`src/hw/rtl/ersai_pkg.sv`:
```
package ersai_pkg;

  // Field widths
  localparam int ECHO_W  = 16;
  localparam int DIST_W  = 10;
  localparam int LEVEL_W = 8;
  localparam int CFG_W   = 10;
  localparam int CIDX_W  = 3;

  // Moving-average window and derived widths
  localparam int WINDOW  = 5;
  localparam int SUM_W   = $clog2(WINDOW * ((2 ** DIST_W) - 1) + 1);
  localparam int SLOT_W  = (WINDOW > 1) ? $clog2(WINDOW) : 1;

  // Echo to distance: floor(echo * 17 / 1000)
  localparam int DIST_NUM   = 17;
  localparam int DIST_DEN   = 1000;
  localparam int SCALED_W   = $clog2(((2 ** ECHO_W) - 1) * DIST_NUM + 1);
  localparam int DIST_SHIFT = 20;
  localparam int DIST_RECIP = (2 ** DIST_SHIFT) / DIST_DEN;
  localparam int DRECIP_W   = $clog2(DIST_RECIP + 1);
  localparam int DPROD_W    = SCALED_W + DRECIP_W;
  localparam int RAWQ_W     = $clog2((((2 ** ECHO_W) - 1) * DIST_NUM) / DIST_DEN + 2);

  // Sum to average: reciprocal of the window
  localparam int AVG_SHIFT  = 16;
  localparam int AVG_RECIP  = (2 ** AVG_SHIFT) / WINDOW;
  localparam int AVG_PW     = SUM_W + AVG_SHIFT + 1;

  // Intensity mapping
  localparam int PROD_W     = DIST_W + 1 + LEVEL_W + 1;
  localparam int DIV_NUM_W  = DIST_W + LEVEL_W;
  localparam int DIV_CNT_W  = $clog2(DIV_NUM_W + 1);
  localparam int LVL_SUM_W  = PROD_W;

  // Queue between front and back
  localparam int QUEUE_DEPTH = 2;
  localparam int QPTR_W      = (QUEUE_DEPTH > 1) ? $clog2(QUEUE_DEPTH) : 1;
  localparam int QCNT_W      = $clog2(QUEUE_DEPTH + 1);

  // Register indexes
  localparam logic [CIDX_W-1:0] REG_MAX_DIST  = 3'd0;
  localparam logic [CIDX_W-1:0] REG_MIN_DIST  = 3'd1;
  localparam logic [CIDX_W-1:0] REG_ALERT_THR = 3'd2;
  localparam logic [CIDX_W-1:0] REG_NEAR_INT  = 3'd3;
  localparam logic [CIDX_W-1:0] REG_FAR_INT   = 3'd4;

  // Register reset values
  localparam logic [DIST_W-1:0]  MAX_DIST_RST  = 10'd100;
  localparam logic [DIST_W-1:0]  MIN_DIST_RST  = 10'd5;
  localparam logic [DIST_W-1:0]  ALERT_THR_RST = 10'd40;
  localparam logic [LEVEL_W-1:0] NEAR_INT_RST  = 8'd255;
  localparam logic [LEVEL_W-1:0] FAR_INT_RST   = 8'd100;

  typedef struct packed {
    logic [DIST_W-1:0]  far_limit;
    logic [DIST_W-1:0]  near_limit;
    logic [DIST_W-1:0]  alarm_limit;
    logic [LEVEL_W-1:0] near_intensity;
    logic [LEVEL_W-1:0] far_intensity;
  } cfg_t;

endpackage

```
`src/hw/rtl/ersai_div.sv`:
```
module ersai_div import ersai_pkg::*; (
  input  logic                 clk,
  input  logic                 rst,
  input  logic                 start,
  input  logic [DIV_NUM_W-1:0] num,
  input  logic [DIST_W-1:0]    den,
  output logic                 done,
  output logic [DIV_NUM_W-1:0] quo
);

  logic                 busy;
  logic [DIV_CNT_W-1:0] cnt;
  logic [DIST_W-1:0]    rem;
  logic [DIST_W-1:0]    divisor;
  logic [DIV_NUM_W-1:0] shreg;
  logic [DIST_W:0]      rem_sh;
  logic                 fits;

  // One restoring step: bring down the next dividend bit
  assign rem_sh = {rem, shreg[DIV_NUM_W-1]};
  assign fits   = (rem_sh >= {1'b0, divisor});
  assign quo    = shreg;

  always_ff @(posedge clk) begin
    if (rst) begin
      busy <= 1'b0;
      done <= 1'b0;
      cnt  <= '0;
    end else begin
      done <= 1'b0;
      if (start) begin
        busy    <= 1'b1;
        cnt     <= DIV_CNT_W'(DIV_NUM_W);
        rem     <= '0;
        divisor <= den;
        shreg   <= num;
      end else if (busy) begin
        rem   <= fits ? DIST_W'(rem_sh - {1'b0, divisor}) : rem_sh[DIST_W-1:0];
        shreg <= {shreg[DIV_NUM_W-2:0], fits};
        cnt   <= cnt - 1'b1;
        if (cnt == DIV_CNT_W'(1)) begin
          busy <= 1'b0;
          done <= 1'b1;
        end
      end
    end
  end

endmodule

```
`src/hw/rtl/ersai_fifo.sv`:
```
module ersai_fifo import ersai_pkg::*; (
  input  logic              clk,
  input  logic              rst,
  input  logic              push,
  input  logic [DIST_W-1:0] wr_data,
  input  logic              pop,
  output logic [DIST_W-1:0] rd_data,
  output logic              full,
  output logic              empty
);

  logic [DIST_W-1:0] mem [QUEUE_DEPTH];
  logic [QPTR_W-1:0] wr_ptr;
  logic [QPTR_W-1:0] rd_ptr;
  logic [QCNT_W-1:0] count;
  logic              do_push;
  logic              do_pop;

  assign full    = (count == QCNT_W'(QUEUE_DEPTH));
  assign empty   = (count == '0);
  assign do_push = push && !full;
  assign do_pop  = pop && !empty;
  assign rd_data = mem[rd_ptr];

  // Store the incoming distance
  always_ff @(posedge clk) begin
    if (do_push) begin
      mem[wr_ptr] <= wr_data;
    end
  end

  // Advance pointers and occupancy
  always_ff @(posedge clk) begin
    if (rst) begin
      wr_ptr <= '0;
      rd_ptr <= '0;
      count  <= '0;
    end else begin
      if (do_push) begin
        wr_ptr <= (wr_ptr == QPTR_W'(QUEUE_DEPTH - 1)) ? '0 : wr_ptr + 1'b1;
      end
      if (do_pop) begin
        rd_ptr <= (rd_ptr == QPTR_W'(QUEUE_DEPTH - 1)) ? '0 : rd_ptr + 1'b1;
      end
      if (do_push && !do_pop) begin
        count <= count + 1'b1;
      end else if (do_pop && !do_push) begin
        count <= count - 1'b1;
      end
    end
  end

endmodule

```
`src/hw/rtl/ersai_front.sv`:
```
module ersai_front import ersai_pkg::*; (
  input  logic              clk,
  input  logic              rst,
  input  logic              in_valid,
  output logic              in_stall,
  input  logic [ECHO_W-1:0] echo_us,
  input  cfg_t              cfg,
  input  logic              q_full,
  output logic              q_push,
  output logic [DIST_W-1:0] q_data
);

  typedef enum logic [1:0] {F_IDLE, F_SCALE, F_RECIP, F_FIX} fstate_t;

  fstate_t             state;
  logic [ECHO_W-1:0]   echo;
  logic [SCALED_W-1:0] scaled;
  logic [RAWQ_W-1:0]   q_est;
  logic [DPROD_W-1:0]  recip_prod;
  logic [SCALED_W-1:0] back_prod;
  logic [SCALED_W-1:0] rem;
  logic [RAWQ_W-1:0]   raw;
  logic                out_of_range;

  assign in_stall = (state != F_IDLE);

  // Reciprocal estimate, at most one short of the true quotient
  assign recip_prod = DPROD_W'(scaled) * DPROD_W'(DIST_RECIP);

  // Correct the estimate and clamp to the valid range
  assign back_prod    = SCALED_W'(q_est) * SCALED_W'(DIST_DEN);
  assign rem          = scaled - back_prod;
  assign raw          = (rem >= SCALED_W'(DIST_DEN)) ? q_est + 1'b1 : q_est;
  assign out_of_range = (raw == '0) || (raw > RAWQ_W'(cfg.far_limit));
  assign q_data       = out_of_range ? cfg.far_limit : raw[DIST_W-1:0];
  assign q_push       = (state == F_FIX) && !q_full;

  always_ff @(posedge clk) begin
    if (rst) begin
      state <= F_IDLE;
    end else begin
      case (state)
        F_IDLE: begin
          if (in_valid) begin
            echo  <= echo_us;
            state <= F_SCALE;
          end
        end
        F_SCALE: begin
          scaled <= SCALED_W'(echo) * SCALED_W'(DIST_NUM);
          state  <= F_RECIP;
        end
        F_RECIP: begin
          q_est <= recip_prod[DIST_SHIFT +: RAWQ_W];
          state <= F_FIX;
        end
        F_FIX: begin
          // Hold until the queue has room
          if (!q_full) begin
            state <= F_IDLE;
          end
        end
        default: state <= F_IDLE;
      endcase
    end
  end

endmodule

```
`src/hw/rtl/ersai_back.sv`:
```
module ersai_back import ersai_pkg::*; (
  input  logic               clk,
  input  logic               rst,
  input  cfg_t               cfg,
  input  logic               q_empty,
  input  logic [DIST_W-1:0]  q_data,
  output logic               q_pop,
  output logic               out_valid,
  input  logic               out_stall,
  output logic [DIST_W-1:0]  raw_distance_cm,
  output logic [DIST_W-1:0]  smooth_distance_cm,
  output logic [LEVEL_W-1:0] alert_level,
  output logic               alert_active
);

  typedef enum logic [3:0] {
    B_IDLE, B_SUM, B_AVG, B_FIX, B_MUL, B_DIVGO, B_DIVWAIT, B_ADD, B_OUT
  } bstate_t;

  bstate_t                  state;
  logic [DIST_W-1:0]        ring [WINDOW];
  logic [SLOT_W-1:0]        slot;
  logic [SUM_W-1:0]         sum;
  logic [SUM_W-1:0]         sum_next;
  logic [DIST_W-1:0]        raw;
  logic [SUM_W-1:0]         q_avg;
  logic [AVG_PW-1:0]        avg_prod;
  logic [SUM_W-1:0]         avg_rem;
  logic [SUM_W-1:0]         avg_full;
  logic [DIST_W-1:0]        smooth;
  logic                     active;
  logic                     flat;
  logic signed [DIST_W:0]   diff;
  logic signed [LEVEL_W:0]  span;
  logic signed [PROD_W-1:0] prod;
  logic [PROD_W-1:0]        prod_mag;
  logic                     neg;
  logic                     div_start;
  logic                     div_done;
  logic [DIV_NUM_W-1:0]     div_num;
  logic [DIST_W-1:0]        div_den;
  logic [DIV_NUM_W-1:0]     div_quo;
  logic [DIV_NUM_W-1:0]     quo;
  logic signed [LVL_SUM_W-1:0] lvl_sum;
  logic [LEVEL_W-1:0]       level_clamped;
  logic [LEVEL_W-1:0]       level;

  assign q_pop = (state == B_IDLE) && !q_empty;

  // Running sum update
  assign sum_next = sum - SUM_W'(ring[slot]) + SUM_W'(raw);

  // Average by reciprocal, then one correction step
  assign avg_prod = AVG_PW'(sum) * AVG_PW'(AVG_RECIP);
  assign avg_rem  = sum - SUM_W'(q_avg * SUM_W'(WINDOW));
  assign avg_full = (avg_rem >= SUM_W'(WINDOW)) ? q_avg + 1'b1 : q_avg;

  // Linear map operands
  assign flat = (cfg.alarm_limit <= cfg.near_limit);
  assign diff = $signed({1'b0, smooth}) - $signed({1'b0, cfg.near_limit});
  assign span = $signed({1'b0, cfg.far_intensity}) - $signed({1'b0, cfg.near_intensity});

  // Divide the magnitude, restore the sign afterwards (truncate toward zero)
  assign prod_mag  = prod[PROD_W-1] ? PROD_W'(-prod) : PROD_W'(prod);
  assign div_num   = prod_mag[DIV_NUM_W-1:0];
  assign div_den   = cfg.alarm_limit - cfg.near_limit;
  assign div_start = (state == B_DIVGO);

  assign lvl_sum = (neg ? -$signed({2'b00, quo}) : $signed({2'b00, quo}))
                 + $signed({{(LVL_SUM_W-LEVEL_W){1'b0}}, cfg.near_intensity});

  always_comb begin
    if (lvl_sum < 0) begin
      level_clamped = '0;
    end else if (lvl_sum > $signed(LVL_SUM_W'(2 ** LEVEL_W - 1))) begin
      level_clamped = '1;
    end else begin
      level_clamped = lvl_sum[LEVEL_W-1:0];
    end
  end

  ersai_div u_div (
    .clk   (clk),
    .rst   (rst),
    .start (div_start),
    .num   (div_num),
    .den   (div_den),
    .done  (div_done),
    .quo   (div_quo)
  );

  always_ff @(posedge clk) begin
    if (rst) begin
      state     <= B_IDLE;
      slot      <= '0;
      sum       <= '0;
      out_valid <= 1'b0;
      for (int i = 0; i < WINDOW; i++) begin
        ring[i] <= '0;
      end
    end else begin
      // Drop the result once it has been taken, unless the next one loads now
      if (out_valid && !out_stall && state != B_OUT) begin
        out_valid <= 1'b0;
      end
      case (state)
        B_IDLE: begin
          if (!q_empty) begin
            raw   <= q_data;
            state <= B_SUM;
          end
        end
        B_SUM: begin
          sum        <= sum_next;
          ring[slot] <= raw;
          slot       <= (slot == SLOT_W'(WINDOW - 1)) ? '0 : slot + 1'b1;
          state      <= B_AVG;
        end
        B_AVG: begin
          q_avg <= avg_prod[AVG_SHIFT +: SUM_W];
          state <= B_FIX;
        end
        B_FIX: begin
          smooth <= avg_full[DIST_W-1:0];
          active <= (avg_full[DIST_W-1:0] <= cfg.alarm_limit);
          state  <= B_MUL;
        end
        B_MUL: begin
          prod  <= diff * span;
          state <= (active && !flat) ? B_DIVGO : B_ADD;
        end
        B_DIVGO: begin
          neg   <= prod[PROD_W-1];
          state <= B_DIVWAIT;
        end
        B_DIVWAIT: begin
          if (div_done) begin
            quo   <= div_quo;
            state <= B_ADD;
          end
        end
        B_ADD: begin
          if (!active) begin
            level <= '0;
          end else if (flat) begin
            level <= cfg.near_intensity;
          end else begin
            level <= level_clamped;
          end
          state <= B_OUT;
        end
        B_OUT: begin
          // Load the output register once it is free
          if (!out_valid || !out_stall) begin
            out_valid          <= 1'b1;
            raw_distance_cm    <= raw;
            smooth_distance_cm <= smooth;
            alert_level        <= level;
            alert_active       <= active;
            state              <= B_IDLE;
          end
        end
        default: state <= B_IDLE;
      endcase
    end
  end

endmodule

```
`src/hw/rtl/echo_range_smoother_alert_intensity.sv`:
```
// The intensity divide is skipped with no alert or a threshold not above the minimum.
// The back end and its 18-step restoring divider set the pace; the front end converts
// the next echo meanwhile.
// Reset (rst, synchronous): registers to their defaults, sample ring, sum and
// slot to zero, queue empty, no result pending.
module echo_range_smoother_alert_intensity import ersai_pkg::*; (
  input  logic               clk,
  input  logic               rst,
  input  logic               in_valid,
  output logic               in_stall,
  input  logic [ECHO_W-1:0]  echo_us,
  output logic               out_valid,
  input  logic               out_stall,
  output logic [DIST_W-1:0]  raw_distance_cm,
  output logic [DIST_W-1:0]  smooth_distance_cm,
  output logic [LEVEL_W-1:0] alert_level,
  output logic               alert_active,
  input  logic               cfg_write,
  input  logic [CIDX_W-1:0]  cfg_index,
  input  logic [CFG_W-1:0]   cfg_data
);

  cfg_t              cfg;
  logic              q_push;
  logic              q_pop;
  logic              q_full;
  logic              q_empty;
  logic [DIST_W-1:0] q_wr_data;
  logic [DIST_W-1:0] q_rd_data;

  // Configuration registers
  always_ff @(posedge clk) begin
    if (rst) begin
      cfg.far_limit      <= MAX_DIST_RST;
      cfg.near_limit     <= MIN_DIST_RST;
      cfg.alarm_limit    <= ALERT_THR_RST;
      cfg.near_intensity <= NEAR_INT_RST;
      cfg.far_intensity  <= FAR_INT_RST;
    end else if (cfg_write) begin
      case (cfg_index)
        REG_MAX_DIST:  cfg.far_limit      <= cfg_data[DIST_W-1:0];
        REG_MIN_DIST:  cfg.near_limit     <= cfg_data[DIST_W-1:0];
        REG_ALERT_THR: cfg.alarm_limit    <= cfg_data[DIST_W-1:0];
        REG_NEAR_INT:  cfg.near_intensity <= cfg_data[LEVEL_W-1:0];
        REG_FAR_INT:   cfg.far_intensity  <= cfg_data[LEVEL_W-1:0];
        default: ;
      endcase
    end
  end

  ersai_front u_front (
    .clk      (clk),
    .rst      (rst),
    .in_valid (in_valid),
    .in_stall (in_stall),
    .echo_us  (echo_us),
    .cfg      (cfg),
    .q_full   (q_full),
    .q_push   (q_push),
    .q_data   (q_wr_data)
  );

  ersai_fifo u_fifo (
    .clk     (clk),
    .rst     (rst),
    .push    (q_push),
    .wr_data (q_wr_data),
    .pop     (q_pop),
    .rd_data (q_rd_data),
    .full    (q_full),
    .empty   (q_empty)
  );

  ersai_back u_back (
    .clk                (clk),
    .rst                (rst),
    .cfg                (cfg),
    .q_empty            (q_empty),
    .q_data             (q_rd_data),
    .q_pop              (q_pop),
    .out_valid          (out_valid),
    .out_stall          (out_stall),
    .raw_distance_cm    (raw_distance_cm),
    .smooth_distance_cm (smooth_distance_cm),
    .alert_level        (alert_level),
    .alert_active       (alert_active)
  );

`ifndef SYNTHESIS
  // The front end never pushes into a full queue
  a_no_overflow: assert property (@(posedge clk) disable iff (rst)
    !(q_push && q_full))
    else $error("queue push while full");

  // The back end never pops an empty queue
  a_no_underflow: assert property (@(posedge clk) disable iff (rst)
    !(q_pop && q_empty))
    else $error("queue pop while empty");

  // No intensity without an alert
  a_level_idle: assert property (@(posedge clk) disable iff (rst)
    (out_valid && !alert_active) |-> (alert_level == '0))
    else $error("nonzero level without alert");

  // An active alert agrees with the threshold
  a_alert_thr: assert property (@(posedge clk) disable iff (rst)
    (out_valid && alert_active) |-> (smooth_distance_cm <= cfg.alarm_limit))
    else $error("alert above threshold");
`endif

endmodule

```
`config.mk`:
```
export PLATFORM = sky130hd
export DESIGN_NAME = echo_range_smoother_alert_intensity
export DESIGN_NICKNAME = d
export VERILOG_FILES = /design/src/hw/rtl/ersai_pkg.sv /design/src/hw/rtl/ersai_div.sv /design/src/hw/rtl/ersai_fifo.sv /design/src/hw/rtl/ersai_front.sv /design/src/hw/rtl/ersai_back.sv /design/src/hw/rtl/echo_range_smoother_alert_intensity.sv
export SDC_FILE = /design/constraint.sdc
export NUM_CORES = 1
export LEC_CHECK = 0
export BUFFER_PORTS_ARGS = -buffer_cell sky130_fd_sc_hd__buf_2
export CAP_MARGIN = 25
export CORE_MARGIN = 5
export CORE_UTILIZATION = 45
export DETAILED_ROUTE_END_ITERATION = 16
export HOLD_SLACK_MARGIN = 0.1
export PLACE_DENSITY = 0.61
export SLEW_MARGIN = 20
export SYNTH_ARGS = -nofsm -noshare
export SYNTH_HDL_FRONTEND = slang
export SYNTH_SLANG_ARGS = --single-unit
```
`constraint.sdc`:
```
create_clock -name clk -period 17 [get_ports clk]
set_input_delay 0.85 -clock clk [delete_from_list [all_inputs] [get_ports clk]]
set_output_delay 0.85 -clock clk [all_outputs]
set_load 0.005 [all_outputs]
```
-- Yosys cells after proc, flatten, opt, wreduce, memory -nomap -nowiden
Memory sizes are Yosys's and may differ from the RTL's. A register that Yosys moved wholly into a read port is not among the register bits.
Index checks and enable logic that the tools add are counted.
- memory bits (writable): 70
- register bits: 264
- bits of input ports: 34
- memories: 2
- output and inout port bits: 31
- mux-type cells: 46
- add/sub/neg operators: 19
- bitwise logic cells: 3
- reductions and logical operators: 48
- multipliers: 6
- $lt $le $gt $ge: 8
- eq/ne operators: 24
- memories (name ; depth ; bits a word ; read ports ; clocked after Yosys merged registers in ; wr ports ; RTL line ; RTL):
    u_back.ring ; 5 ; 10 ; 1 ; 1 ; 5 ; ersai_back.sv:21 ; logic [DIST_W-1:0] ring [WINDOW];
    u_fifo.mem ; 2 ; 10 ; 1 ; 1 ; 1 ; ersai_fifo.sv:12 ; logic [DIST_W-1:0] mem [QUEUE_DEPTH];
- operators by type and width (cell ; number):
    $mux 18 ; 3
    $mux 10 ; 5
    $pmux 4 s9 ; 1
    $mul 21x8->28 const B ; 1
    $reduce_and 2->1 ; 14
    $mul 13x14->27 const B ; 1
    $mux 8 ; 3
    $ge 21x10->1 const B ; 1
    $mul 16x5->21 const B ; 1
    $sub 21x21->21 ; 1
    $add 20x9->20 ; 1
    $gt 20x9->1 const B ; 1
    $le 10x10->1 ; 2
    $lt 20x1->1 const B ; 1
    $mul 11x9->20 ; 1
    $mux 20 ; 1
    $neg 18->20 ; 1
    $sub 10x10->10 ; 2
    $mul 11x7->18 const B ; 1
    $neg 18->18 ; 1
    $mux 1 ; 17
    $eq 4x3->1 const B ; 4
    $reduce_and 3->1 ; 5
    $add 13x10->13 ; 1
    other kinds (45) ; 84

-- Logic depth before layout (Yosys ltp)
Gate-level depths: netlist of run 1.
- depth in word-level cells: 8
- depth in mapped cells: 42

-- Modules after synthesis
Synthesis of run 1 repeated with hierarchy kept, for this count alone.
- cells, all modules: 2927
- area, all modules: 30740.7 µm²
- by module, submodules not included (module ; area an instance (µm²) ; cells an instance ; times used):
    ersai_back ; 18058.6 ; 1706 ; 1
    ersai_front ; 7574.8 ; 806 ; 1
    ersai_div ; 2309.7 ; 182 ; 1
    echo_range_smoother_alert_intensity ; 1861.8 ; 177 ; 1
    ersai_fifo ; 935.9 ; 56 ; 1

-- Least setup slack after synthesis of run 1
Ideal clock, no wire load.
- kind: reg2reg
- start point: register u_front.q_est[0]
- end point: memory u_fifo.mem[0][1], data pin
- slack: 7.381 ns
- arrival time: 9.358 ns
- period minus slack after synthesis: 9.619 ns
- stages on the path, launching flop included: 42
- library setup time: 0.262 ns
- required time: 16.738 ns
- buffers on the path: 1
- path through: edfxtp_1 fa_1 fa_1 inv_1 fa_1 fa_1 inv_1 ha_1 inv_1 o21bai_1 a21oi_1 o21ai_0 a21oi_1 o21bai_1 a21oi_1 o21ai_0 a21o_1 a21oi_1 [... 6 more ...] or4b_1 or4_1 buf_2 nor2_2 mux2_2 ha_1 nor2b_1 o21a_1 o21a_1 o21a_1 o21a_1 o21ai_0 a21oi_1 nor3_1 nor2_1 nor3_2 o41ai_4 mux2_4
- word-level cells in the longest chain between the ends: 7
- RTL lines (element ; RTL line ; RTL):
    from (decl) ; ersai_front.sv:18 ; logic [RAWQ_W-1:0] q_est;
    from (signal assigned) ; ersai_front.sv:54 ; q_est <= recip_prod[DIST_SHIFT +: RAWQ_W];
    $mul 11x7->18 ; ersai_front.sv:31 ; assign back_prod = SCALED_W'(q_est) * SCALED_W'(DIST_DEN);
    $sub 21x21->21 ; ersai_front.sv:32 ; assign rem = scaled - back_prod;
    $ge 21x10->1 ; ersai_front.sv:33 ; assign raw = (rem >= SCALED_W'(DIST_DEN)) ? q_est + 1'b1 : q_est;
    $mux 11 (*) ; ersai_front.sv:33 ;
    $gt 11x10->1 / $logic_not 11->1 (equally long branches) ; ersai_front.sv:34 ; assign out_of_range = (raw == '0) || (raw > RAWQ_W'(cfg.far_limit));
    $logic_or 1x1->1 ; ersai_front.sv:34 ;
    $mux 10 (*) ; ersai_front.sv:35 ; assign q_data = out_of_range ? cfg.far_limit : raw[DIST_W-1:0];
    net q_wr_data[1] ; echo_range_smoother_alert_intensity.sv:28 ; logic [DIST_W-1:0] q_wr_data;
    to (decl) ; ersai_fifo.sv:12 ;
Mark *: on every way through the listed nets, which the timed path passes. The rest lies on a longest branch.

-- Final worst setup path of run 1
- start point: register u_front.q_est[0]
- end point: memory u_fifo.mem[0][7], data pin
The elaborated chain is that of the path after synthesis.

==> results of run 1 <==
-- worst min path at each step --
stage	from	end	slack (ns)	cells after the start
final	u_back.level[2]	u_back.alert_level[2]	0.43	0
after global routing	echo_us[15]	u_front.echo[15]	0.41	1
after CTS	echo_us[15]	u_front.echo[15]	0.40	1
after detailed placement	u_back.level[2]	u_back.alert_level[2]	0.41	0
after global placement	u_back.level[2]	u_back.alert_level[2]	0.40	0
after floorplan	u_back.level[0]	u_back.alert_level[0]	0.40	0
-- cell families (layout without fill, tap and decap cells) --
family	after synthesis	count (layout)	synth area share, %
buffers and inverters	521	632	6.614
other	0	5	0
AND/OR/NAND/NOR	732	732	11.81
AO/OA/AOI/OAI	431	431	9.201
XOR/XNOR	187	187	5.532
flip-flops	376	376	35.17
adder cells (fa/ha/maj)	561	561	28.55
multiplexers	63	63	3.126
-- Yosys cell counts, types with 20 or more instances --
| cell type | count | share of area, % |
|---|---|---|
| sky130_fd_sc_hd__a21oi_1 | 140 | 2.4 |
| sky130_fd_sc_hd__and2_1 | 32 | 0.67 |
| sky130_fd_sc_hd__mux4_2 | 20 | 1.5 |
| sky130_fd_sc_hd__o21bai_1 | 25 | 0.63 |
| sky130_fd_sc_hd__nor2_1 | 172 | 2.2 |
| sky130_fd_sc_hd__xor2_1 | 60 | 1.8 |
| sky130_fd_sc_hd__mux2_2 | 23 | 0.87 |
| sky130_fd_sc_hd__clkbuf_1 | 50 | 0.63 |
| sky130_fd_sc_hd__nand3_1 | 23 | 0.39 |
| sky130_fd_sc_hd__nor3_1 | 73 | 1.2 |
| sky130_fd_sc_hd__inv_1 | 463 | 5.8 |
| sky130_fd_sc_hd__xnor2_1 | 126 | 3.7 |
| sky130_fd_sc_hd__ha_1 | 365 | 15 |
| sky130_fd_sc_hd__a21o_1 | 43 | 1.1 |
| sky130_fd_sc_hd__nand3b_1 | 21 | 0.53 |
| sky130_fd_sc_hd__nand2_1 | 250 | 3.2 |
| sky130_fd_sc_hd__fa_1 | 196 | 13 |
| sky130_fd_sc_hd__dfxtp_1 | 83 | 5.6 |
| sky130_fd_sc_hd__nand2b_1 | 34 | 0.72 |
| sky130_fd_sc_hd__edfxtp_1 | 293 | 30 |
| sky130_fd_sc_hd__o21ai_0 | 99 | 1.7 |
| sky130_fd_sc_hd__nor2b_1 | 28 | 0.59 |
-- state kept, by name, indices dropped and copies added (netlist names), 11 cells and up, named ones only --
register,flops
u_back.quo,18
u_back.ring,80
u_front.echo,16
u_fifo.mem,20
u_back.u_div.quo,18
u_back.q_avg,11
u_front.q_est,11
u_back.sum,13
u_back.prod,19
cfg,46
u_front.scaled,21
-- metal layers --
layer	vias up	track usage (%)	wire, µm	part of all wire, %
met3	113	3.197	3130	4.6
met1	9907	26.04	30530	45
li1	9939	-	-	-
met5	-	0	37	0.055
met4	6	5.205	1733	2.6
met2	323	31.66	31950	47
-- placed cells by master, fill, tap and decap left out, types with 60 or more instances in the layout --
cell type                  count
sky130_fd_sc_hd__nor3_1       72
sky130_fd_sc_hd__nor2_1      170
sky130_fd_sc_hd__o21ai_0      99
sky130_fd_sc_hd__xnor2_1     126
sky130_fd_sc_hd__xor2_1       60
sky130_fd_sc_hd__nand2_1     250
sky130_fd_sc_hd__inv_1       463
sky130_fd_sc_hd__a21oi_1     140
sky130_fd_sc_hd__fa_1        196
sky130_fd_sc_hd__edfxtp_1    293
sky130_fd_sc_hd__buf_2        64
sky130_fd_sc_hd__dfxtp_1      83
sky130_fd_sc_hd__ha_1        365
-- critical path, delay by kind of cell (launching register included) --
| family | cells | cell delay (ns) |
|---|---|---|
| simple gates | 11 | 3.05 |
| fa+ha+maj | 7 | 3.01 |
| xor+xnor | 1 | 0.19 |
| flops | 1 | 0.55 |
| buf+inv | 3 | 0.19 |
| mux | 2 | 0.77 |
| compound gates | 16 | 2.71 |
-- through the flow --
stage	hold slack [ns]	instances
after floorplan	0.4003	2871
after CTS	0.3974	3842
after global placement	0.4035	3756
after global routing	0.4088	3847
final	0.4253	3851
after detailed placement	0.4118	3760
-- cell type report --
class                   count  share of cell area (%)
clock inverters            24                  0.8445
multi-input cells        1974                   53.25
diodes                      5                 0.03838
clock buffers              58                   3.601
flip-flops and latches    376                   32.09
inverters                 463                   5.332
well taps                 864                   3.316
repair buffers             87                   1.524
==> results.env, run 1 <==
SYNTHCELLS=2871
FIN_AREA_UM2=32600
NUMBER_OF_FILLER_CELLS_PLACED_IN_THE_LAYOUT=5926
NUM_CTS_BUFFERS=44
CP-END-KIND='flip-flop'
SYNTH_AREA_PER_CELL_UM2=10.36
FLOORPLAN.DIE_AREA_UM2=71330
STARTPOINT_OF_THE_WORST_REGISTER_TO_REGISTER_PATH='u_front.q_est[0]'
FIRST_PASS_ITERS=5
LAYOUT-DRIVE-GT1-SHARE_PCT=7.981
ASYNCSETRESETFLOPFRACSYNTH_PCT=0
R2R_SETUP_SLK_NS=6.23
CRIT_PATH_LAUNCH='u_front.q_est[0]'
NUMBER_OF_REMAINING_DRC_ERRORS=0
FINALWEIGHTEDCONGESTION=0.8606
NETS=3541
FIN_SETUP_TNS_NS=0
WORST-R2R-CELL-COUNT=40
ARRIVAL_NS=11.09
SEQUENTIAL_CELL_AREA_UM2=10460
MAXIMUM_CLOCK_RATE_MHz=92.85
SYNTH.YOSYS.SEQ_AREA_SHARE_PCT=35.17
TIMING.CRITICAL_PATH.FANOUT_MAX=10
SYNTH_CELL_TYPE_COUNT=80
DIE_W_UM=267.1
FIRST_PASS_GRT_WIRE_LENGTH_MM=109.3
SETUP.WORST_PATH.CLASS='flip-flop to flip-flop'
DESIGN.CORE.AREA_UM2=65630
YOSYS_REGISTER_BITS=376
CRITPATHMAXSTAGEDELAY_NS=0.59
DRV.MAX_CAP_VIOLATION_COUNT=0
START_UTIL_PCT=45.32
FIN_SKEW_NS=0.01899
FIRST_GLOBAL_VIAS=20710
TIMING_WORST_SLEW_PIN_VALUE_NS=0.9606
SYNTH.NET_COUNT=3466
HOLD_VIOL_FINAL=0
CLOCK_SINKS=376
TRITONCTS='built'
GRT_MAX_DEGREE=59
DESIGN.PORTCOUNT=65
CTS.REPAIR_TIMING.SETUP_BUFFER_COUNT=0
CORE.ROWCOUNT=94
CTS_MAX_LEVEL=2
AREA_DELTA_SYNTH_FINAL_PCT=9.605
HOLD_PATH.CLASS='flip-flop to flip-flop'
CRIT_TOP_CELL='sky130_fd_sc_hd__a21oi_1'
WORST_SETUP_PATH_START_KIND='flip-flop'
DETAILROUTE.VIA_COUNT=20290
TIMING.MAX_SLEW.REL_SLACK_PCT=35.80
DIE_H_UM=267.1
GLOBALROUTE.TOTALOVERFLOW=0
FINAL_PERIOD_MINUS_WORST_SETUP_SLACK_NS=10.77
DRTITER0DRC=1224
FIN_WS_NS=6.230
SYNTH_AREA_UM2=29740
CTS.REPORTEDPATHS.CLKPINSLEW_NS=0.06
YS_DOMINANT_REG_CELL='sky130_fd_sc_hd__edfxtp_1'
COMBINED_GLOBAL_ROUTE_UTILIZATION_OF_ALL_METAL_LAYERS_PCT=19.05
MULTI_INPUT_COMB_AREA_UM2=17360
POST_CTS_HOLD_BUFFER_COUNT=0
CLKLATENCYLATEPIN_NS=0.58
CRITICAL-PATH-SLOWEST-CELL='sky130_fd_sc_hd__or4_1'
DETAILED_PLACE_HPWL_MM=53.72
FIN_CRIT_SH_PCT=63.35
CP-ENDPOINT='u_fifo.mem[0][7]'
AREA_OF_PLACED_INSTANCES_UM2=31090
FINAL-SETUP-VIOL-COUNT=0
ANT_NETS=0
DETAIL_ROUTE.VIAS_PER_CELL=5.268
IO_BUFFERS=64
RSZ0062_AT_GRT='false'
CTS_REPAIR_RESIZE_COUNT=0
RUN_STATUS='completed'
GRT_ANTENNA_BEFORE_REPAIR=9
LAYOUT_UTILIZATION_PCT=49.67
DRT-TOTAL-WL_MM=67.37
SYNTH_WARNINGS=0
ROOT_BUFFER='sky130_fd_sc_hd__clkbuf_16'
CRITPATHREQUIREDTIME_NS=17.32
WL_PER_CELL_UM=17.49
CLOCKBUFFERDEPTH=3
SYNTH-EDFF-COUNT=293
DP_SLACK_NS=6.322
SLEW_VIOLATIONS=0
TIMING.RR.END='u_fifo.mem[0][7]'
Power of run 1 is left out: the tool's default activity adds up to more than one toggle a clock period on the data nets, which glitch-free logic cannot reach.
==> run 2: changes to the inputs <==
--- a/config.mk
+++ b/config.mk
@@ -5,13 +5,14 @@
 export SDC_FILE = /design/constraint.sdc
 export NUM_CORES = 1
 export LEC_CHECK = 0
+export ABC_AREA = 1
 export BUFFER_PORTS_ARGS = -buffer_cell sky130_fd_sc_hd__buf_2
 export CAP_MARGIN = 25
 export CORE_MARGIN = 5
 export CORE_UTILIZATION = 45
 export DETAILED_ROUTE_END_ITERATION = 16
 export HOLD_SLACK_MARGIN = 0.1
-export PLACE_DENSITY = 0.61
+export PLACE_DENSITY = 0.64
 export SLEW_MARGIN = 20
 export SYNTH_ARGS = -nofsm -noshare
 export SYNTH_HDL_FRONTEND = slang
==> constraint.sdc (replaced) <==
create_clock -name clk -period 9.35 [get_ports clk]
set_input_delay 0.4675 -clock clk [delete_from_list [all_inputs] [get_ports clk]]
set_output_delay 0.4675 -clock clk [all_outputs]
set_load 0.005 [all_outputs]
==> results.env, run 2 <==
CRITPATHMAXSTAGEDELAY_NS=0.58
TRITONCTS='built'
FIN_CRIT_SH_PCT=88.31
CTS_REPAIR_RESIZE_COUNT=0
RUN_STATUS='completed'
NETS=4144
ASYNCSETRESETFLOPFRACSYNTH_PCT=0
LARGEST-REGISTER='u_back.ring'
DESIGN.PORTCOUNT=65
CTS.REPORTEDPATHS.CLKPINSLEW_NS=0.06
CRIT_PATH_LAUNCH='u_front.q_est[0]'
WHS_PATH_DEPTH=3
YOSYS_REGISTER_BITS=376
LARGEST_REG_FLOPS=80
NUMBER_OF_FILLER_CELLS_PLACED_IN_THE_LAYOUT=6347
YS_DOMINANT_REG_CELL='sky130_fd_sc_hd__edfxtp_1'
START_UTIL_PCT=45.37
DIE_H_UM=270.4
FIRST_PASS_ITERS=5
SYNTH-EDFF-COUNT=293
GRT_MAX_DEGREE=56
R2R_SETUP_SLK_NS=1.09
FIN_SKEW_NS=0.03415
GRT_ANTENNA_BEFORE_REPAIR=13
CRITICAL-PATH-SLOWEST-CELL='sky130_fd_sc_hd__fa_1'
DESIGN.CORE.AREA_UM2=67280
CELL_TYPES_WITH_THE_LARGEST_AREA_SHARE_AFTER_SYNTHESIS='sky130_fd_sc_hd__edfxtp_1 29%, sky130_fd_sc_hd__ha_1 15%, sky130_fd_sc_hd__fa_1 13%, sky130_fd_sc_hd__inv_1 8.2%, sky130_fd_sc_hd__nand2_1 7.2%'
SYNTH.NET_COUNT=4059
CLOCKBUFFERDEPTH=3
WORST_SETUP_PATH_START_KIND='flip-flop'
MAXIMUM_CLOCK_RATE_MHz=121.1
NUMBER_OF_REMAINING_DRC_ERRORS=0
FIRST_PASS_GRT_WIRE_LENGTH_MM=115.2
MOSTFREQUENTLAYOUTCELL='sky130_fd_sc_hd__inv_1'
SLEW_VIOLATIONS=0
HOLD_VIOL_FINAL=0
LAYOUT-DRIVE-GT1-SHARE_PCT=5.856
ARRIVAL_NS=8.59
YOSYSMOSTFREQUENTCELL='sky130_fd_sc_hd__inv_1'
DRT-TOTAL-WL_MM=70.48
NUM_CTS_BUFFERS=45
STARTPOINT_OF_THE_WORST_REGISTER_TO_REGISTER_PATH='u_front.q_est[0]'
SYNTH.YOSYS.SEQ_AREA_SHARE_PCT=34.27
TIMING.MAX_SLEW.REL_SLACK_PCT=30.88
ANT_NETS=0
WORST-R2R-CELL-COUNT=42
CRITPATHREQUIREDTIME_NS=9.69
SYNTH_AREA_UM2=30520
DETAIL_ROUTE.VIAS_PER_CELL=5.043
FLOORPLAN.DIE_AREA_UM2=73140
FINAL-SETUP-VIOL-COUNT=0
DRV.MAX_CAP_VIOLATION_COUNT=0
CRIT_TOP_CELL='sky130_fd_sc_hd__nand2_1'
POST_SYNTH_MOST_FREQUENT_CELLS='669 x sky130_fd_sc_hd__inv_1, 588 x sky130_fd_sc_hd__nand2_1, 365 x sky130_fd_sc_hd__ha_1'
ROOT_BUFFER='sky130_fd_sc_hd__clkbuf_16'
CP-ENDPOINT='u_fifo.mem[1][0]'
FINAL_PERIOD_MINUS_WORST_SETUP_SLACK_NS=8.257
DIE_W_UM=270.4
HOLD_PATH.CLASS='input port to flip-flop'
CTS_MAX_LEVEL=2
POST-SYNTH-TOP-AREA-FRACTION_PCT=28.82
TIMING.CRITICAL_PATH.FANOUT_MAX=16
FIRST_GLOBAL_VIAS=22310
BIGGESTREGSBYFLOPS='u_back.ring: 80 flops, cfg: 46 flops, u_front.scaled: 21 flops'
SETUP.WORST_PATH.CLASS='flip-flop to flip-flop'
SYNTHCELLS=3464
CP-END-KIND='flip-flop'
GLOBALROUTE.TOTALOVERFLOW=0
WL_PER_CELL_UM=15.78
IO_BUFFERS=64
SYNTH_TOP_CELL_BY_AREA='sky130_fd_sc_hd__edfxtp_1'
CORE.ROWCOUNT=95
COMBINED_GLOBAL_ROUTE_UTILIZATION_OF_ALL_METAL_LAYERS_PCT=19.28
TIMING_WORST_SLEW_PIN_VALUE_NS=1.033
SYNTH_CELL_TYPE_COUNT=54
DETAILROUTE.VIA_COUNT=22520
FINAL_CELL_MIX='668 x sky130_fd_sc_hd__inv_1, 588 x sky130_fd_sc_hd__nand2_1, 365 x sky130_fd_sc_hd__ha_1, 329 x sky130_fd_sc_hd__nor2_1, 293 x sky130_fd_sc_hd__edfxtp_1'
CLOCK_SINKS=376
DRTITER0DRC=1149
FINALWEIGHTEDCONGESTION=0.9266
SYNTH_AREA_PER_CELL_UM2=8.812
RSZ0062_AT_GRT='false'
DETAILED_PLACE_HPWL_MM=55.62
CTS.REPAIR_TIMING.SETUP_BUFFER_COUNT=0
TIMING.RR.END='u_fifo.mem[1][0]'
FIN_SETUP_TNS_NS=0
CLKLATENCYLATEPIN_NS=0.60
AREA_DELTA_SYNTH_FINAL_PCT=10.23
SYNTH_WARNINGS=0
[run 2: cell types whose count changed after synthesis, moves of 29 or more]
cell                       before  now
sky130_fd_sc_hd__a21o_1        43    2
sky130_fd_sc_hd__a21oi_1      140  212
sky130_fd_sc_hd__and2_1        32    3
sky130_fd_sc_hd__inv_1        463  669
sky130_fd_sc_hd__nand2_1      250  588
sky130_fd_sc_hd__nand2b_1      34    0
sky130_fd_sc_hd__nand3_1       23  108
sky130_fd_sc_hd__nor2_1       172  331
sky130_fd_sc_hd__nor3_1        73   32
sky130_fd_sc_hd__o21ai_0       99  176
sky130_fd_sc_hd__xnor2_1      126   45
sky130_fd_sc_hd__xor2_1        60  115
[run 2: kinds of logic (layout without fill, tap and decap cells)]
family                     count (synthesis)  after routing  synth area share (%)
adders and majority gates                561            561                 27.82
AOI/OAI and AO/OA                        484            484                 8.665
buffers and inverters                    737            859                 9.120
other                                      0              7                     0
xor gates and xnor gates                 160            160                 4.591
DFF                                      376            376                 34.27
and+or+nand+nor                         1146           1146                 15.54
[run 2: layout make-up]
cell class,count,area [µm²],area share [%]
multi-input cells,2351,17300,51.43
flip-flops and latches,376,10460,31.09
well taps,873,1092,3.246
inverters,680,2552,7.586
clock inverters,19,266.5,0.7921
diodes,7,17.52,0.05206
repair buffers,95,613.1,1.822
clock buffers,65,1341,3.986
[run 2: metal layers]
layer	GRT usage [%]	part of all wire (%)
met4	4.731	2.2
met2	32.19	47
met3	2.914	4.8
met1	26.58	46
met5	0	0.048
[run 2: timing repair]
action | in CTS | in global routing
endpoints found under the setup margin | 0 | 0
hold buffers | 16 | 0
endpoints found under the hold margin | 16 | 0
[run 2: stage by stage]
| stage | worst slack [ns] | utilization, % | area [µm²] | hold slack, ns | instances |
|---|---|---|---|---|---|
| after floorplan | 2.303 | - | 30520 | 0.4003 | 3464 |
| after global placement | 1.221 | 47.31 | 31830 | 0.4066 | 4357 |
| after detailed placement | 1.102 | 47.33 | 31840 | 0.4045 | 4358 |
| after CTS | 1.112 | 49.96 | 33610 | 0.1691 | 4458 |
| after global routing | 0.2406 | 49.99 | 33630 | 0.2042 | 4459 |
| final | 1.093 | 50.01 | 33650 | 0.2129 | 4466 |
[run 2: worst max-delay path, delay by kind of cell, from the launching register on]
family,cells,cell delay (ns)
AO/OA/AOI/OAI,10,1.62
XOR/XNOR,1,0.14
adder cells (fa/ha/maj),7,3.08
buffers and inverters,3,0.17
flip-flops,1,0.53
AND/OR/NAND/NOR,21,2.48
[run 2: how the worst min path moves through the flow]
stage	startpoint	end	slack [ns]
floorplan	u_back.level[0]	u_back.alert_level[0]	0.40
global placement	u_back.level[0]	u_back.alert_level[0]	0.41
detailed placement	u_back.level[2]	u_back.alert_level[2]	0.40
CTS	cfg_data[0]	cfg[26]	0.17
global route	cfg_data[0]	cfg[26]	0.20
finish	cfg_data[0]	cfg[26]	0.21
Power of run 2 is left out for the same reason.
==> run 3: changes to the inputs <==
--- a/config.mk
+++ b/config.mk
@@ -12,8 +12,8 @@
 export CORE_UTILIZATION = 45
 export DETAILED_ROUTE_END_ITERATION = 16
 export HOLD_SLACK_MARGIN = 0.1
+export MAX_ROUTING_LAYER = met4
 export PLACE_DENSITY = 0.64
-export SLEW_MARGIN = 20
 export SYNTH_ARGS = -nofsm -noshare
 export SYNTH_HDL_FRONTEND = slang
 export SYNTH_SLANG_ARGS = --single-unit
==> results.env, run 3 (same netlist as run 2, synthesis figures left out) <==
RUN_STATUS='completed'
MOSTFREQUENTLAYOUTCELL='sky130_fd_sc_hd__inv_1'
CLOCKBUFFERDEPTH=3
DETAIL_ROUTE.VIAS_PER_CELL=5.027
CRITPATHREQUIREDTIME_NS=9.69
LARGEST-REGISTER='u_back.ring'
ROOT_BUFFER='sky130_fd_sc_hd__clkbuf_16'
RSZ0062_AT_GRT='false'
DRV.MAX_CAP_VIOLATION_COUNT=0
DRT-TOTAL-WL_MM=70.44
GRT_ANTENNA_BEFORE_REPAIR=13
FINAL_PERIOD_MINUS_WORST_SETUP_SLACK_NS=7.838
ARRIVAL_NS=8.18
BIGGESTREGSBYFLOPS='u_back.ring: 80 flops, cfg: 46 flops, u_front.scaled: 21 flops'
CTS.REPORTEDPATHS.CLKPINSLEW_NS=0.06
POST_CTS_HOLD_BUFFER_COUNT=16
NUMBER_OF_REMAINING_DRC_ERRORS=0
DETAILED_PLACE_HPWL_MM=55.86
CP-END-KIND='flip-flop'
WHS_ENDPOINT='cfg[26]'
FINAL_CELL_MIX='668 x sky130_fd_sc_hd__inv_1, 588 x sky130_fd_sc_hd__nand2_1, 365 x sky130_fd_sc_hd__ha_1, 329 x sky130_fd_sc_hd__nor2_1, 293 x sky130_fd_sc_hd__edfxtp_1'
ANT_NETS=0
FIN_SKEW_NS=0.02249
CLKLATENCYLATEPIN_NS=0.60
DESIGN.PORTCOUNT=65
SETUP.WORST_PATH.CLASS='flip-flop to flip-flop'
GRT_MAX_DEGREE=56
TRITONCTS='built'
FINALWEIGHTEDCONGESTION=0.9340
TIMING.RR.END='u_fifo.mem[1][0]'
TIMING.CRITICAL_PATH.FANOUT_MAX=16
FIRST_PASS_GRT_WIRE_LENGTH_MM=114.7
CRITPATHMAXSTAGEDELAY_NS=0.57
DP_SLACK_NS=1.497
FLOORPLAN.DIE_AREA_UM2=73140
CTS.REPAIR_TIMING.SETUP_BUFFER_COUNT=0
NETS=4146
CRIT_TOP_CELL='sky130_fd_sc_hd__nand2_1'
CTS_MAX_LEVEL=2
NUMBER_OF_FILLER_CELLS_PLACED_IN_THE_LAYOUT=6312
START_UTIL_PCT=45.37
WORST-R2R-CELL-COUNT=43
IO_BUFFERS=64
FIN_WS_NS=1.512
SEQUENTIAL_CELL_AREA_UM2=10460
LAYOUT-DRIVE-GT1-SHARE_PCT=5.743
R2R_SETUP_SLK_NS=1.51
COMBINED_GLOBAL_ROUTE_UTILIZATION_OF_ALL_METAL_LAYERS_PCT=19.87
CTS_REPAIR_RESIZE_COUNT=0
WORST_SETUP_PATH_START_KIND='flip-flop'
LARGEST_REG_FLOPS=80
DIE_H_UM=270.4
MIN-DELAY-START='cfg_data[0]'
CLOCK_SINKS=376
SLEW_VIOLATIONS=0
FIN_CRIT_SH_PCT=83.82
FINAL-SETUP-VIOL-COUNT=0
FIRST_GLOBAL_VIAS=22050
MAXIMUM_CLOCK_RATE_MHz=127.6
CORE.ROWCOUNT=95
DRTITER0DRC=1429
FIN_SETUP_TNS_NS=0
DIE_W_UM=270.4
HOLD_VIOL_FINAL=0
WHS_PATH_DEPTH=3
HOLD_PATH.CLASS='input port to flip-flop'
TIMING_WORST_SLEW_PIN_VALUE_NS=0.9915
DESIGN.CORE.AREA_UM2=67280
STARTPOINT_OF_THE_WORST_REGISTER_TO_REGISTER_PATH='u_front.q_est[0]'
CRITICAL-PATH-SLOWEST-CELL='sky130_fd_sc_hd__fa_1'
NUM_CTS_BUFFERS=44
CRIT_PATH_LAUNCH='u_front.q_est[0]'
FIRST_PASS_ITERS=8
TIMING.MAX_SLEW.REL_SLACK_PCT=33.68
AREA_DELTA_SYNTH_FINAL_PCT=9.821
WL_PER_CELL_UM=15.75
GLOBALROUTE.TOTALOVERFLOW=0
DETAILROUTE.VIA_COUNT=22480
MULTI_INPUT_COMB_AREA_UM2=17300
-- run 3: cell type report --
cell class                 count  share of cell area (%)
timing repair buffer          98                   1.933
clock buffer                  60                   3.650
clock inverter                22                  0.6382
tap                          873                   3.258
inverter                     680                   7.614
sequential                   376                   31.20
multi-input combinational   2351                   51.62
antenna                       11                 0.08211
-- run 3: metal layers --
metal | track usage (%) | up-vias | share of wire [%]
met3 | 3.553 | 97 | 5.7
met1 | 26.59 | 10540 | 46
li1 | - | 11390 | -
met4 | 4.893 | 0 | 2.5
met5 | - | - | 0
met2 | 31.66 | 456 | 46
-- run 3: worst max-delay path by stage --
stage | end | slack [ns] | depth (start not counted)
after detailed placement | u_fifo.mem[0][0] | 1.50 | 43
after floorplan | u_fifo.mem[0][5] | 2.30 | 43
final | u_fifo.mem[1][0] | 1.51 | 43
after global placement | u_fifo.mem[0][2] | 1.64 | 44
after CTS | u_fifo.mem[1][0] | 1.51 | 43
after global routing | u_fifo.mem[0][8] | 0.75 | 44
-- run 3: per-stage QoR --
stage | hold slack, ns | std cells | utilization (%) | cell area (µm²)
after floorplan | 0.4003 | 3464 | - | 30520
after detailed placement | 0.4072 | 4359 | 47.36 | 31860
final | 0.1975 | 4471 | 49.83 | 33520
after global placement | 0.4055 | 4358 | 47.32 | 31830
after CTS | 0.1612 | 4457 | 49.73 | 33460
after global routing | 0.2073 | 4470 | 49.82 | 33520
-- run 3: worst max-delay path, delay by kind of cell, from the launching register on --
kind | cells | cell delay (ns)
buffers and inverters | 4 | 0.36
adders and majority gates | 7 | 3.07
xor gates and xnor gates | 1 | 0.15
and+or+nand+nor | 21 | 1.85
DFF | 1 | 0.53
AOI/OAI and AO/OA | 10 | 1.64
Power of run 3 is left out for the same reason.
